`src/design/rmt_pkg.sv`:
```
// rmt_pkg: shared constants, codes and types for the recursive mutex table.
// Used by rmt_free_map and recursive_mutex_table; no dependencies.
package rmt_pkg;

	localparam int SLOTS      = 8;
	localparam int COUNT_BITS = 32;
	localparam int IDX_W      = (SLOTS > 1) ? $clog2(SLOTS) : 1;
	localparam int ID_W       = 32;
	localparam int OP_W       = 2;
	localparam int SLOT_W     = 3;
	localparam int KIND_W     = 2;
	localparam int STATUS_W   = 2;

	// operation codes
	localparam logic [OP_W-1:0] OP_INIT    = 2'd0;
	localparam logic [OP_W-1:0] OP_DESTROY = 2'd1;
	localparam logic [OP_W-1:0] OP_TRYLOCK = 2'd2;
	localparam logic [OP_W-1:0] OP_UNLOCK  = 2'd3;

	// result status codes
	localparam logic [STATUS_W-1:0] ST_OK   = 2'd0;
	localparam logic [STATUS_W-1:0] ST_BUSY = 2'd1;
	localparam logic [STATUS_W-1:0] ST_ERR  = 2'd2;

	// mutex_kind bits
	localparam int KIND_RECURSIVE = 0;
	localparam int KIND_TIMED     = 1;

	// one slot record as stored in the slot RAM
	typedef struct packed {
		logic                  recursive;
		logic [ID_W-1:0]       owner;
		logic [COUNT_BITS-1:0] count;
	} entry_t;

	localparam int ENTRY_W = $bits(entry_t);

	// allocation map update request
	typedef struct packed {
		logic             set;
		logic             clr;
		logic [IDX_W-1:0] idx;
	} map_upd_t;

	// allocation map status
	typedef struct packed {
		logic [SLOTS-1:0] in_use;
		logic             any_free;
		logic [IDX_W-1:0] first_free;
	} map_stat_t;

endpackage

```
`src/design/rmt_ram.sv`:
```
// rmt_ram: generic single-write, single-read synchronous RAM, registered read.
// No package dependencies.
module rmt_ram #(
	parameter int WIDTH = 8,
	parameter int DEPTH = 8,
	parameter int AW    = (DEPTH > 1) ? $clog2(DEPTH) : 1
) (
	input  logic             clk,
	input  logic             wr_en,
	input  logic [AW-1:0]    wr_addr,
	input  logic [WIDTH-1:0] wr_data,
	input  logic             rd_en,
	input  logic [AW-1:0]    rd_addr,
	output logic [WIDTH-1:0] rd_data
);

	logic [WIDTH-1:0] mem_q [DEPTH];

	always_ff @(posedge clk) begin
		if (wr_en) begin
			mem_q[wr_addr] <= wr_data;
		end
		if (rd_en) begin
			rd_data <= mem_q[rd_addr];
		end
	end

endmodule

```
`src/design/rmt_free_map.sv`:
```
// rmt_free_map: per-slot allocated flags and lowest-free-slot encoder.
// Depends on rmt_pkg.
module rmt_free_map import rmt_pkg::*; (
	input  logic      clk,
	input  logic      arst_n,
	input  map_upd_t  upd,
	output map_stat_t stat
);

	logic [SLOTS-1:0] in_use_q;

	always_ff @(posedge clk or negedge arst_n) begin
		if (!arst_n) begin
			in_use_q <= '0;
		end else if (upd.set) begin
			in_use_q[upd.idx] <= 1'b1;
		end else if (upd.clr) begin
			in_use_q[upd.idx] <= 1'b0;
		end
	end

	// scan from the top so the lowest free slot wins
	always_comb begin
		stat.in_use     = in_use_q;
		stat.any_free   = 1'b0;
		stat.first_free = '0;
		for (int i = SLOTS - 1; i >= 0; i--) begin
			if (!in_use_q[i]) begin
				stat.any_free   = 1'b1;
				stat.first_free = IDX_W'(i);
			end
		end
	end

endmodule

```
`src/design/recursive_mutex_table.sv`:
```
// recursive_mutex_table: top level of the hardware recursive mutex table.
// Depends on rmt_pkg, rmt_ram (slot records) and rmt_free_map (allocated flags).
//
//  channel  | handshake             | payload
//  ---------+-----------------------+-----------------------------------------
//  request  | in_valid / in_ready   | opcode, slot, requester_id, mutex_kind
//  result   | out_valid / out_ready | status, granted_slot
//
// The accept cycle issues the slot RAM read; the next cycle evaluates the
// record, writes it back and loads the result register. Requests do not
// overlap: a new one is taken only after the previous one is evaluated.
// Reset clears the allocated flags and the pipeline/result valid bits; the
// slot RAM needs no clearing since init writes every record it hands out.
// in_ready drops while a request is in evaluation or an unread result stalls.
module recursive_mutex_table import rmt_pkg::*; (
	input  logic                clk,
	input  logic                arst_n,
	input  logic                in_valid,
	output logic                in_ready,
	input  logic [OP_W-1:0]     opcode,
	input  logic [SLOT_W-1:0]   slot,
	input  logic [ID_W-1:0]     requester_id,
	input  logic [KIND_W-1:0]   mutex_kind,
	output logic                out_valid,
	input  logic                out_ready,
	output logic [STATUS_W-1:0] status,
	output logic [SLOT_W-1:0]   granted_slot
);

	// request held during the evaluation cycle
	logic                pend_s1;
	logic [OP_W-1:0]     op_s1;
	logic [IDX_W-1:0]    idx_s1;
	logic                idx_ok_s1;
	logic [ID_W-1:0]     who_s1;
	logic [KIND_W-1:0]   kind_s1;

	// result register
	logic                out_valid_q;
	logic [STATUS_W-1:0] status_q;
	logic [SLOT_W-1:0]   granted_q;

	logic                accept;
	logic                rd_en;
	logic [ENTRY_W-1:0]  rd_raw;
	entry_t              cur;
	entry_t              nxt;
	logic                wr_en;
	logic [IDX_W-1:0]    wr_addr;
	map_upd_t            map_upd;
	map_stat_t           map_stat;
	logic [STATUS_W-1:0] res_status;
	logic [SLOT_W-1:0]   res_granted;

	// take a request only when nothing is in evaluation and the result slot will be free
	assign in_ready = !pend_s1 && (!out_valid_q || out_ready);
	assign accept   = in_valid && in_ready;
	assign rd_en    = accept;

	rmt_ram #(
		.WIDTH (ENTRY_W),
		.DEPTH (SLOTS)
	) u_slot_ram (
		.clk     (clk),
		.wr_en   (wr_en),
		.wr_addr (wr_addr),
		.wr_data (nxt),
		.rd_en   (rd_en),
		.rd_addr (IDX_W'(slot)),
		.rd_data (rd_raw)
	);

	rmt_free_map u_free_map (
		.clk    (clk),
		.arst_n (arst_n),
		.upd    (map_upd),
		.stat   (map_stat)
	);

	assign cur = entry_t'(rd_raw);

	always_ff @(posedge clk or negedge arst_n) begin
		if (!arst_n) begin
			pend_s1 <= 1'b0;
		end else begin
			pend_s1 <= accept;
		end
	end

	// capture the request payload on accept
	always_ff @(posedge clk) begin
		if (accept) begin
			op_s1     <= opcode;
			idx_s1    <= IDX_W'(slot);
			idx_ok_s1 <= (32'(slot) < SLOTS);
			who_s1    <= requester_id;
			kind_s1   <= mutex_kind;
		end
	end

	// evaluate the operation against the record read from the slot RAM
	always_comb begin
		nxt         = cur;
		wr_en       = 1'b0;
		wr_addr     = idx_s1;
		map_upd     = '0;
		res_status  = ST_ERR;
		res_granted = '0;
		if (pend_s1) begin
			case (op_s1)
				OP_INIT: begin
					// claim the lowest free slot with a cleared record
					if (!kind_s1[KIND_TIMED] && map_stat.any_free) begin
						nxt.recursive = kind_s1[KIND_RECURSIVE];
						nxt.owner     = '0;
						nxt.count     = '0;
						wr_en         = 1'b1;
						wr_addr       = map_stat.first_free;
						map_upd.set   = 1'b1;
						map_upd.idx   = map_stat.first_free;
						res_status    = ST_OK;
						res_granted   = SLOT_W'(map_stat.first_free);
					end
				end
				OP_DESTROY: begin
					// drop the allocated flag only; the record is rewritten on reuse
					if (idx_ok_s1) begin
						map_upd.clr = 1'b1;
						map_upd.idx = idx_s1;
						res_status  = ST_OK;
					end
				end
				OP_TRYLOCK: begin
					if (idx_ok_s1 && map_stat.in_use[idx_s1]) begin
						if (cur.count == '0) begin
							nxt.count  = COUNT_BITS'(1);
							nxt.owner  = who_s1;
							wr_en      = 1'b1;
							res_status = ST_OK;
						end else if (cur.owner != who_s1) begin
							res_status = ST_BUSY;
						end else if (!cur.recursive || (&cur.count)) begin
							res_status = ST_ERR;
						end else begin
							nxt.count  = cur.count + COUNT_BITS'(1);
							wr_en      = 1'b1;
							res_status = ST_OK;
						end
					end
				end
				OP_UNLOCK: begin
					if (idx_ok_s1 && map_stat.in_use[idx_s1] &&
					    (cur.count != '0) && (cur.owner == who_s1)) begin
						nxt.count  = cur.count - COUNT_BITS'(1);
						wr_en      = 1'b1;
						res_status = ST_OK;
					end
				end
				default: begin
					res_status = ST_ERR;
				end
			endcase
		end
	end

	// result register: load at the end of evaluation, hold until taken
	always_ff @(posedge clk or negedge arst_n) begin
		if (!arst_n) begin
			out_valid_q <= 1'b0;
		end else if (pend_s1) begin
			out_valid_q <= 1'b1;
		end else if (out_ready) begin
			out_valid_q <= 1'b0;
		end
	end

	always_ff @(posedge clk) begin
		if (pend_s1) begin
			status_q  <= res_status;
			granted_q <= res_granted;
		end
	end

	assign out_valid    = out_valid_q;
	assign status       = status_q;
	assign granted_slot = granted_q;

endmodule
```
`config.mk`:
```
export PLATFORM = sky130hd
export DESIGN_NAME = recursive_mutex_table
export DESIGN_NICKNAME = d
export VERILOG_FILES = /design/src/design/rmt_pkg.sv /design/src/design/rmt_ram.sv /design/src/design/rmt_free_map.sv /design/src/design/recursive_mutex_table.sv
export SDC_FILE = /design/constraint.sdc
export NUM_CORES = 1
export LEC_CHECK = 0
export BUFFER_PORTS_ARGS = -buffer_cell sky130_fd_sc_hd__buf_4
export CELL_PAD_IN_SITES_DETAIL_PLACEMENT = 1
export CELL_PAD_IN_SITES_GLOBAL_PLACEMENT = 2
export CORE_ASPECT_RATIO = 1.2
export CORE_UTILIZATION = 31
export CTS_BUF_LIST = sky130_fd_sc_hd__clkbuf_16
export CTS_CLUSTER_SIZE = 40
export DETAILED_ROUTE_END_ITERATION = 8
export GPL_ROUTABILITY_DRIVEN = 0
export PLACE_DENSITY = 0.6
export SETUP_SLACK_MARGIN = 0.1
export SLEW_MARGIN = 10
export SYNTH_ARGS = -nofsm -noshare
export SYNTH_HDL_FRONTEND = slang
export SYNTH_HIERARCHICAL = 1
export SYNTH_SLANG_ARGS = --single-unit
```
`constraint.sdc`:
```
create_clock -name clk -period 15.2 [get_ports clk]
set_clock_uncertainty 0.15 [all_clocks]
set_input_delay 1.52 -clock clk [delete_from_list [all_inputs] [get_ports clk]]
set_output_delay 1.52 -clock clk [all_outputs]
set_load 0.02 [all_outputs]
```
==> results of run 1 <==
==> final cells by class <==
type / instances / area, um^2 / area share
flip-flops and latches: 639 / 19100 / 0.629
clock inverters: 59 / 558 / 0.0183
repair buffers: 85 / 649 / 0.0214
multi-input cells: 679 / 6840 / 0.225
inverters: 12 / 45.0 / 0.00148
well taps: 1121 / 1400 / 0.0461
clock buffers: 71 / 1780 / 0.0584
==> cells in the mapped netlist (12+ instances only) <==
cell type	number
sky130_fd_sc_hd__o21ai_1	12
sky130_fd_sc_hd__buf_2	19
sky130_fd_sc_hd__clkbuf_1	35
sky130_fd_sc_hd__nand4_1	20
sky130_fd_sc_hd__a22o_1	32
sky130_fd_sc_hd__nand3_1	27
sky130_fd_sc_hd__mux4_2	132
sky130_fd_sc_hd__xnor2_1	35
sky130_fd_sc_hd__a31oi_1	15
sky130_fd_sc_hd__nand2_1	46
sky130_fd_sc_hd__a21oi_1	28
sky130_fd_sc_hd__nor2_1	47
sky130_fd_sc_hd__nor3_1	22
sky130_fd_sc_hd__o21ai_0	35
sky130_fd_sc_hd__buf_6	12
sky130_fd_sc_hd__edfxtp_1	629
sky130_fd_sc_hd__nor4_1	17
sky130_fd_sc_hd__mux2_2	69
sky130_fd_sc_hd__inv_1	12
==> power by group through the flow <==
stage	registers [mW]	logic, mW	clock network [mW]
after floorplan	2.07	0.172	0
after global routing	2.05	0.277	1.83
final	2.05	0.253	1.72
after global placement	2.08	0.255	0
after detailed placement	2.09	0.261	0
after CTS	2.05	0.261	1.77
==> sequential cells by signal (all words and copies together) (netlist names), named ones only <==
signal	cells
op_s1	2
out_valid	1
kind_s1	2
granted_slot	3
pend_s1	1
u_slot_ram/mem_q	520
status	2
u_slot_ram/rd_data	65
idx_s1	3
who_s1	32
==> per-layer routing <==
layer	track usage	part of all wire	routed length, um
met1	0.206	0.43	29100
met2	0.275	0.51	34500
met3	0.0233	0.035	2390
met4	0.0519	0.022	1500
met5	0	0	0
==> worst max-delay path by stage <==
stage,slack [ps],to,cells past startpoint,from
after floorplan,7780,u_slot_ram/mem_q[0][0],11,u_slot_ram/rd_data[14]
after global placement,9260,u_slot_ram/mem_q[7][53],11,who_s1[28]
after detailed placement,9150,u_slot_ram/mem_q[7][56],11,who_s1[31]
after CTS,9090,u_slot_ram/mem_q[7][55],11,who_s1[28]
after global routing,8560,u_slot_ram/mem_q[7][55],11,who_s1[28]
final,9090,u_slot_ram/mem_q[7][57],11,who_s1[28]
==> layout by cell type, fill, tap and decap left out, types with 5 or more instances in the layout <==
cell / count
sky130_fd_sc_hd__nand2_1: 46
sky130_fd_sc_hd__nor3_1: 20
sky130_fd_sc_hd__mux2_2: 69
sky130_fd_sc_hd__a21oi_1: 28
sky130_fd_sc_hd__nor4_1: 17
sky130_fd_sc_hd__nand2b_1: 10
sky130_fd_sc_hd__clkinv_2: 17
sky130_fd_sc_hd__nor2_4: 7
sky130_fd_sc_hd__mux4_2: 132
sky130_fd_sc_hd__o21ai_0: 35
sky130_fd_sc_hd__buf_4: 83
sky130_fd_sc_hd__o21ai_1: 12
sky130_fd_sc_hd__xnor2_1: 35
sky130_fd_sc_hd__edfxtp_1: 629
sky130_fd_sc_hd__o31ai_1: 8
sky130_fd_sc_hd__or4_1: 7
sky130_fd_sc_hd__clkbuf_16: 71
sky130_fd_sc_hd__and2_1: 7
sky130_fd_sc_hd__mux2i_1: 5
sky130_fd_sc_hd__nand4_1: 20
sky130_fd_sc_hd__dfrtp_1: 10
sky130_fd_sc_hd__nand3_1: 27
sky130_fd_sc_hd__a22o_1: 32
sky130_fd_sc_hd__a31oi_1: 15
sky130_fd_sc_hd__clkinv_1: 13
sky130_fd_sc_hd__and3_1: 11
sky130_fd_sc_hd__bufinv_16: 9
sky130_fd_sc_hd__and4_1: 5
sky130_fd_sc_hd__inv_1: 23
sky130_fd_sc_hd__or3_1: 11
sky130_fd_sc_hd__nor2_1: 40
==> kinds of logic (layout without fill, tap and decap cells) <==
| kind of cell | count (synthesis) | after routing | share of synthesized area |
|---|---|---|---|
| flops | 639 | 639 | 0.726 |
| simple gates | 254 | 254 | 0.0522 |
| mux | 206 | 206 | 0.144 |
| compound gates | 177 | 177 | 0.0457 |
| buf+inv | 91 | 227 | 0.0175 |
| xor+xnor | 39 | 39 | 0.0130 |
| fa+ha+maj | 3 | 3 | 0.00142 |
==> per-stage QoR <==
step | setup slack [ps] | hold slack, ps
5_1_grt | 8560 | 427
3_3_place_gp | 9260 | 363
4_1_cts | 9090 | 399
3_5_place_dp | 9150 | 387
2_1_floorplan | 7780 | 364
6_report | 9090 | 389
==> critical path, cell delays in order, from the launching register on <==
cell	delay [ps]
sky130_fd_sc_hd__edfxtp_1	400
sky130_fd_sc_hd__xnor2_1	220
sky130_fd_sc_hd__nand4_1	200
sky130_fd_sc_hd__nor4_1	320
sky130_fd_sc_hd__buf_4	210
sky130_fd_sc_hd__nand3b_1	560
sky130_fd_sc_hd__nor2_1	1070
sky130_fd_sc_hd__nor2_1	180
sky130_fd_sc_hd__nor3_1	370
sky130_fd_sc_hd__nand2_1	290
sky130_fd_sc_hd__nor2_4	840
sky130_fd_sc_hd__buf_4	840
==> load_flow_metrics.sql, run 1 <==
INSERT INTO impl_metrics (metric_group, metric, value, unit) VALUES
('power', 'post-layout-total-power', '4.02', 'mW'),
('floorplanning', 'start_util', '0.315', ''),
('worst_hold_path', 'hold-path-cell-count', '2', ''),
('layout', 'post_route_cells_drive_above_1_share', '0.269', ''),
('worst_setup_path', 'r2r.worst_path.cells', '11', ''),
('floorplanning', 'die_width', '268', 'um'),
('floorplanning', 'die_y', '321', 'um'),
('layout', 'areaGrowthSynthToFinish', '15.4', '%'),
('power', 'cell_internal_pwr', '3.12', 'mW'),
('floorplanning', 'dieArea', '86200', 'um^2'),
('grt', 'global_route_congestion_overflow_total', '0', ''),
('yosys', 'netlist_area', '26400', 'um^2'),
('clocking', 'tritoncts', 'yes', ''),
('sta', 'tightest_slew', '1150', 'ps'),
('worst_hold_path', 'hold_path.startpoint', 'out_valid', ''),
('power', 'pwr-share-seq', '0.510', ''),
('worst_hold_path', 'worst_hold_path.endpoint', 'out_valid', ''),
('route', 'route.detailed.drc', '0', ''),
('grt', 'first_pass_grt_wire_length', '99.8', 'mm'),
('route', 'detailroute.via_count', '13658', ''),
('layout', 'antenna_cells', '0', ''),
('sta', 'setup_tns', '0', 'ps'),
('clocking', 'cts_sinks', '639', ''),
('yosys', 'yosys_warnings', '6', ''),
('worst_setup_path', 'path_max_fanout', '43', ''),
('yosys', 'post_synth.cell_area_avg', '18.7', 'um^2'),
('clocking', 'post_cts.resized_instances', '0', ''),
('layout', 'fin_nets', '1534', ''),
('grt', 'grtUsageTotal', '0.160', ''),
('floorplanning', 'floorplan.io_pins', '50', ''),
('sta', 'final_report_hold_violation_count', '0', ''),
('layout', 'final_area', '30400', 'um^2'),
('sta', 'final_min_period_over_clock_period', '0.402', ''),
('yosys', 'post-synth-top-area-cell', 'sky130_fd_sc_hd__edfxtp_1', ''),
('power', 'irDropWorstVdd', '0.0890', 'mV'),
('clocking', 'cts-root-to-sink-buffers', '3', ''),
('grt', 'grt_pass1_vias', '14709', ''),
('worst_setup_path', 'crit_path_end_kind', 'flop', ''),
('yosys', 'ys_seq_elements', '639', ''),
('yosys', 'number_of_enable_flip_flop_cells_after_synthesis', '629', ''),
('yosys', 'netlist_top_cells_area', 'sky130_fd_sc_hd__edfxtp_1 (72%), sky130_fd_sc_hd__mux4_2 (11%), sky130_fd_sc_hd__mux2_2 (2.9%)', ''),
('sta', 'rsz0062_at_grt', 'false', ''),
('power', 'switching_power_as_a_share_of_total_power', '0.223', ''),
('clocking', 'clock_tree.htree_level_count', '3', ''),
('power', 'pwr-share-comb', '0.063', ''),
('worst_hold_path', 'hold_class', 'flop to flop', ''),
('yosys', 'synthesis.instances', '1409', ''),
('placed_design', 'dp_hpwl', '40.0', 'mm'),
('sta', 'timing.final.max_slew_violations', '0', ''),
('sta', 'finalSetupViolCount', '0', ''),
('route', 'drt-wirelength-per-cell', '25.3', 'um'),
('power', 'p_leak', '9.52', 'nW'),
('worst_setup_path', 'crit_path_start_kind', 'flop', ''),
('worst_setup_path', 'r2r-start', 'who_s1[28]', ''),
('route', 'routed_wirelength', '67.5', 'mm'),
('worst_setup_path', 'r2r_end', 'u_slot_ram/mem_q[7][57]', ''),
('route', 'post_drt_via_cell_ratio', '5.12', ''),
('worst_setup_path', 'arrival', '6190', 'ps'),
('clocking', 'clk_transition_reported_paths', '60', 'ps'),
('placed_design', 'io_buffers', '49', ''),
('worst_setup_path', 'setup.worst_path.class', 'flop to flop', ''),
('yosys', 'synthFlopType', 'sky130_fd_sc_hd__edfxtp_1', ''),
('clocking', 'hold_buffers', '0', ''),
('clocking', 'cts.repair_timing.setup_buffer_count', '0', ''),
('sta', 'final_period_minus_worst_setup_slack', '6110', 'ps'),
('status', 'status', 'finished, final reports clean', ''),
('power', 'switching_power', '897', 'uW'),
('floorplanning', 'design.core.area', '83700', 'um^2'),
('clocking', 'clk-insertion-delay-late', '630', 'ps'),
('clocking', 'clock_tree.root_cell', 'sky130_fd_sc_hd__clkbuf_16', ''),
('yosys', 'synthesis.nets', '1455', '');
Power figures use the tool's default switching activity.
==> run 2, diff against run 1 <==
- PLACE_DENSITY: 0.6 -> 0.63
- clock period: 15.2 -> 4.9 ns (I/O delays scaled with it)
==> run 2 against run 1 <==
- via count grew 3.3%
- die area is the same
- cell area grew 1.9%
- clock power grew to 2.9 times the previous value
- sequential cell count is the same
- first-iteration DRC count grew 15%
- hold slack lost 310 ps
- sequential power grew to 3.1 times the previous value
==> load_flow_metrics.sql, run 2 (synthesis gave the netlist of run 1 again) <==
INSERT INTO impl_metrics (metric_group, metric, value, unit) VALUES
('floorplanning', 'die_y', '321', 'um'),
('worst_hold_path', 'hold_path.startpoint', 'out_ready', ''),
('layout', 'largest_reg_flops', '520', ''),
('clocking', 'clock_tree.htree_level_count', '3', ''),
('worst_setup_path', 'critPathMostFrequentCell', 'sky130_fd_sc_hd__buf_4', ''),
('route', 'detailroute.via_count', '14111', ''),
('placed_design', 'dp_hpwl', '40.5', 'mm'),
('layout', 'post_route_cells_drive_above_1_share', '0.269', ''),
('grt', 'global_route_congestion_overflow_total', '0', ''),
('worst_hold_path', 'hold_class', 'input pin to flop', ''),
('layout', 'mostFrequentLayoutCell', 'sky130_fd_sc_hd__edfxtp_1', ''),
('route', 'routed_wirelength', '67.5', 'mm'),
('floorplanning', 'start_util', '0.315', ''),
('sta', 'final_period_minus_worst_setup_slack', '4420', 'ps'),
('worst_setup_path', 'r2r.worst_path.cells', '12', ''),
('worst_setup_path', 'path_buf_inv', '3', ''),
('grt', 'number_of_antenna_violations_at_the_first_check_in_global_routing', '0', ''),
('sta', 'finalSetupViolCount', '0', ''),
('power', 'power.share.clock', '0.409', ''),
('worst_setup_path', 'cp_slowest_cell', 'sky130_fd_sc_hd__nor4_1', ''),
('worst_setup_path', 'endpoint', 'u_slot_ram/mem_q[6][26]', ''),
('layout', 'top_regs', 'u_slot_ram/mem_q: 520 flops, u_slot_ram/rd_data: 65 flops, who_s1: 32 flops', ''),
('clocking', 'tritoncts', 'yes', ''),
('clocking', 'clock_tree.root_cell', 'sky130_fd_sc_hd__clkbuf_16', ''),
('floorplanning', 'placementRows', '116', ''),
('placed_design', 'dpl_worst_slack', '419', 'ps'),
('floorplanning', 'die_width', '268', 'um'),
('sta', 'fin_ws', '483', 'ps'),
('floorplanning', 'design.core.area', '83700', 'um^2'),
('layout', 'areaGrowthSynthToFinish', '17.6', '%'),
('route', 'route.antenna.remaining_nets', '0', ''),
('placed_design', 'io_buffers', '49', ''),
('clocking', 'clk_transition_reported_paths', '60', 'ps'),
('clocking', 'clk-insertion-delay-late', '610', 'ps'),
('worst_setup_path', 'timing.reg2reg.setup_slack', '480', 'ps'),
('grt', 'grtUsageTotal', '0.159', ''),
('grt', 'grt_pass1_vias', '15211', ''),
('sta', 'tightest_slew', '1280', 'ps'),
('power', 'switching_power', '2.77', 'mW'),
('worst_setup_path', 'setup.worst_path.class', 'flop to flop', ''),
('power', 'powerDensity', '394', 'nW/um^2'),
('worst_setup_path', 'path_max_fanout', '65', ''),
('worst_setup_path', 'crit_path_end_kind', 'flop', ''),
('sta', 'setup_tns', '0', 'ps'),
('worst_setup_path', 'r2r_end', 'u_slot_ram/mem_q[6][26]', ''),
('sta', 'rsz0062_at_grt', 'false', ''),
('worst_setup_path', 'critPathRequiredTime', '4970', 'ps'),
('power', 'switching_power_as_a_share_of_total_power', '0.226', ''),
('layout', 'finalNonFillerCells', '2726', ''),
('floorplanning', 'dieArea', '86200', 'um^2'),
('job', 'max_cap_viol_count', '0', ''),
('placed_design', 'placed_cells_incl_taps', '2561', ''),
('route', 'drt_iter0_drc', '963', ''),
('sta', 'timing.final.max_slew_violations', '0', ''),
('clocking', 'cts_sinks', '639', ''),
('clocking', 'cts.repair_timing.setup_buffer_count', '0', ''),
('layout', 'largest_register', 'u_slot_ram/mem_q', ''),
('floorplanning', 'floorplan.io_pins', '50', ''),
('layout', 'fin_nets', '1595', ''),
('worst_setup_path', 'cp_slowest_stage_delay', '630', 'ps'),
('clocking', 'cts-root-to-sink-buffers', '3', ''),
('route', 'dr.pass1.iters', '5', ''),
('layout', 'layout.core_utilization', '0.370', ''),
('route', 'post_drt_via_cell_ratio', '5.18', ''),
('worst_setup_path', 'arrival', '4490', 'ps'),
('power', 'pwr-share-comb', '0.070', ''),
('sta', 'final_report_hold_violation_count', '0', ''),
('worst_setup_path', 'crit_chain', 'xnor2_1 > nand4_1 > nor4_1 > buf_4 > nand3b_1 > buf_4 > o21ai_0 > nor2_1 > nor3_1 > nand2_1 > nor2_4 > buf_12', ''),
('route', 'drt-wirelength-per-cell', '24.8', 'um'),
('clocking', 'cts-buffers-inserted', '70', ''),
('sta', 'final_min_period_over_clock_period', '0.901', ''),
('worst_setup_path', 'crit_path_start_kind', 'flop', ''),
('worst_setup_path', 'cpLargestDelayFamily', 'simple AND/OR/NAND/NOR gates', ''),
('clocking', 'post_cts.resized_instances', '0', ''),
('worst_setup_path', 'r2r-start', 'who_s1[30]', ''),
('sta', 'fmax', '226', 'MHz'),
('worst_setup_path', 'worst_setup_sp', 'who_s1[30]', ''),
('power', 'irDropWorstVdd', '0.221', 'mV'),
('grt', 'first_pass_grt_wire_length', '101', 'mm'),
('clocking', 'hold_buffers', '37', ''),
('grt', 'largest_net_degree_at_the_start_of_global_routing', '74', ''),
('status', 'status', 'finished, final reports clean', ''),
('route', 'route.detailed.drc', '0', ''),
('layout', 'antenna_cells', '0', ''),
('layout', 'highest_count_cells_in_the_layout_ignoring_fill_and_taps', 'sky130_fd_sc_hd__edfxtp_1 (629), sky130_fd_sc_hd__mux4_2 (132), sky130_fd_sc_hd__buf_4 (94)', ''),
('power', 'cell_internal_pwr', '9.46', 'mW'),
('sta', 'max-slew-margin-rel', '0.141', ''),
('power', 'pwr-share-seq', '0.521', ''),
('worst_setup_path', 'worstSetupPathDepth', '12', ''),
('power', 'p_leak', '9.77', 'nW');
run 2: cell types whose count changed in the layout (fill, tap and decap cells not counted), moves of 6 or more:
| cell | delta |
|---|---|
| sky130_fd_sc_hd__bufinv_16 | -6 |
| sky130_fd_sc_hd__dlygate4sd3_1 | +37 |
| sky130_fd_sc_hd__buf_4 | +11 |
| sky130_fd_sc_hd__buf_12 | +14 |
run 2: area by class of cell:
cell class,count,area [um^2]
Clock buffer,73,1830
Clock inverter,55,360
Fill cell,8285,52800
Inverter,12,45.0
Multi-Input combinational cell,679,6840
Sequential cell,639,19100
Tap cell,1121,1400
Timing Repair Buffer,147,1380
run 2: per-stage QoR:
stage | total power, mW | instance area (um^2) | hold slack (ps)
finish | 12.2 | 31000 | 76.4
global route | 12.6 | 31000 | 59.9
detailed placement | 7.33 | 28400 | 186
floorplan | 6.96 | 26400 | 44.4
CTS | 12.4 | 31000 | 34.9
global placement | 7.31 | 28400 | 187
run 2: worst register-to-register path, cell delays in order, from the launching register on:
cell and delay, ps:
sky130_fd_sc_hd__edfxtp_1 410, sky130_fd_sc_hd__xnor2_1 370, sky130_fd_sc_hd__nand4_1 200, sky130_fd_sc_hd__nor4_1 630
sky130_fd_sc_hd__buf_4 250, sky130_fd_sc_hd__nand3b_1 80, sky130_fd_sc_hd__buf_4 220, sky130_fd_sc_hd__o21ai_0 250
sky130_fd_sc_hd__nor2_1 80, sky130_fd_sc_hd__nor3_1 330, sky130_fd_sc_hd__nand2_1 340, sky130_fd_sc_hd__nor2_4 230
sky130_fd_sc_hd__buf_12 460
run 2: layer usage:
metal	track usage	part of all wire
met3	0.0215	0.038
met2	0.282	0.52
met5	0	0
met4	0.0481	0.020
met1	0.201	0.42
run 2: power groups by stage:
stage | Sequential, mW | Combinational [mW] | Clock, mW
floorplan | 6.43 | 0.534 | 0
CTS | 6.36 | 0.883 | 5.15
detailed placement | 6.48 | 0.856 | 0
global placement | 6.47 | 0.837 | 0
global route | 6.38 | 0.927 | 5.33
finish | 6.36 | 0.855 | 5.00
run 2: how the worst min path moves through the flow:
stage	endpoint	slack, ps	depth (start not counted)
2_1_floorplan	out_valid	40	0
4_1_cts	out_valid	30	4
5_1_grt	out_valid	60	4
6_report	out_valid	80	4
3_3_place_gp	asynchronous set/reset pin	190	1
3_5_place_dp	asynchronous set/reset pin	190	1
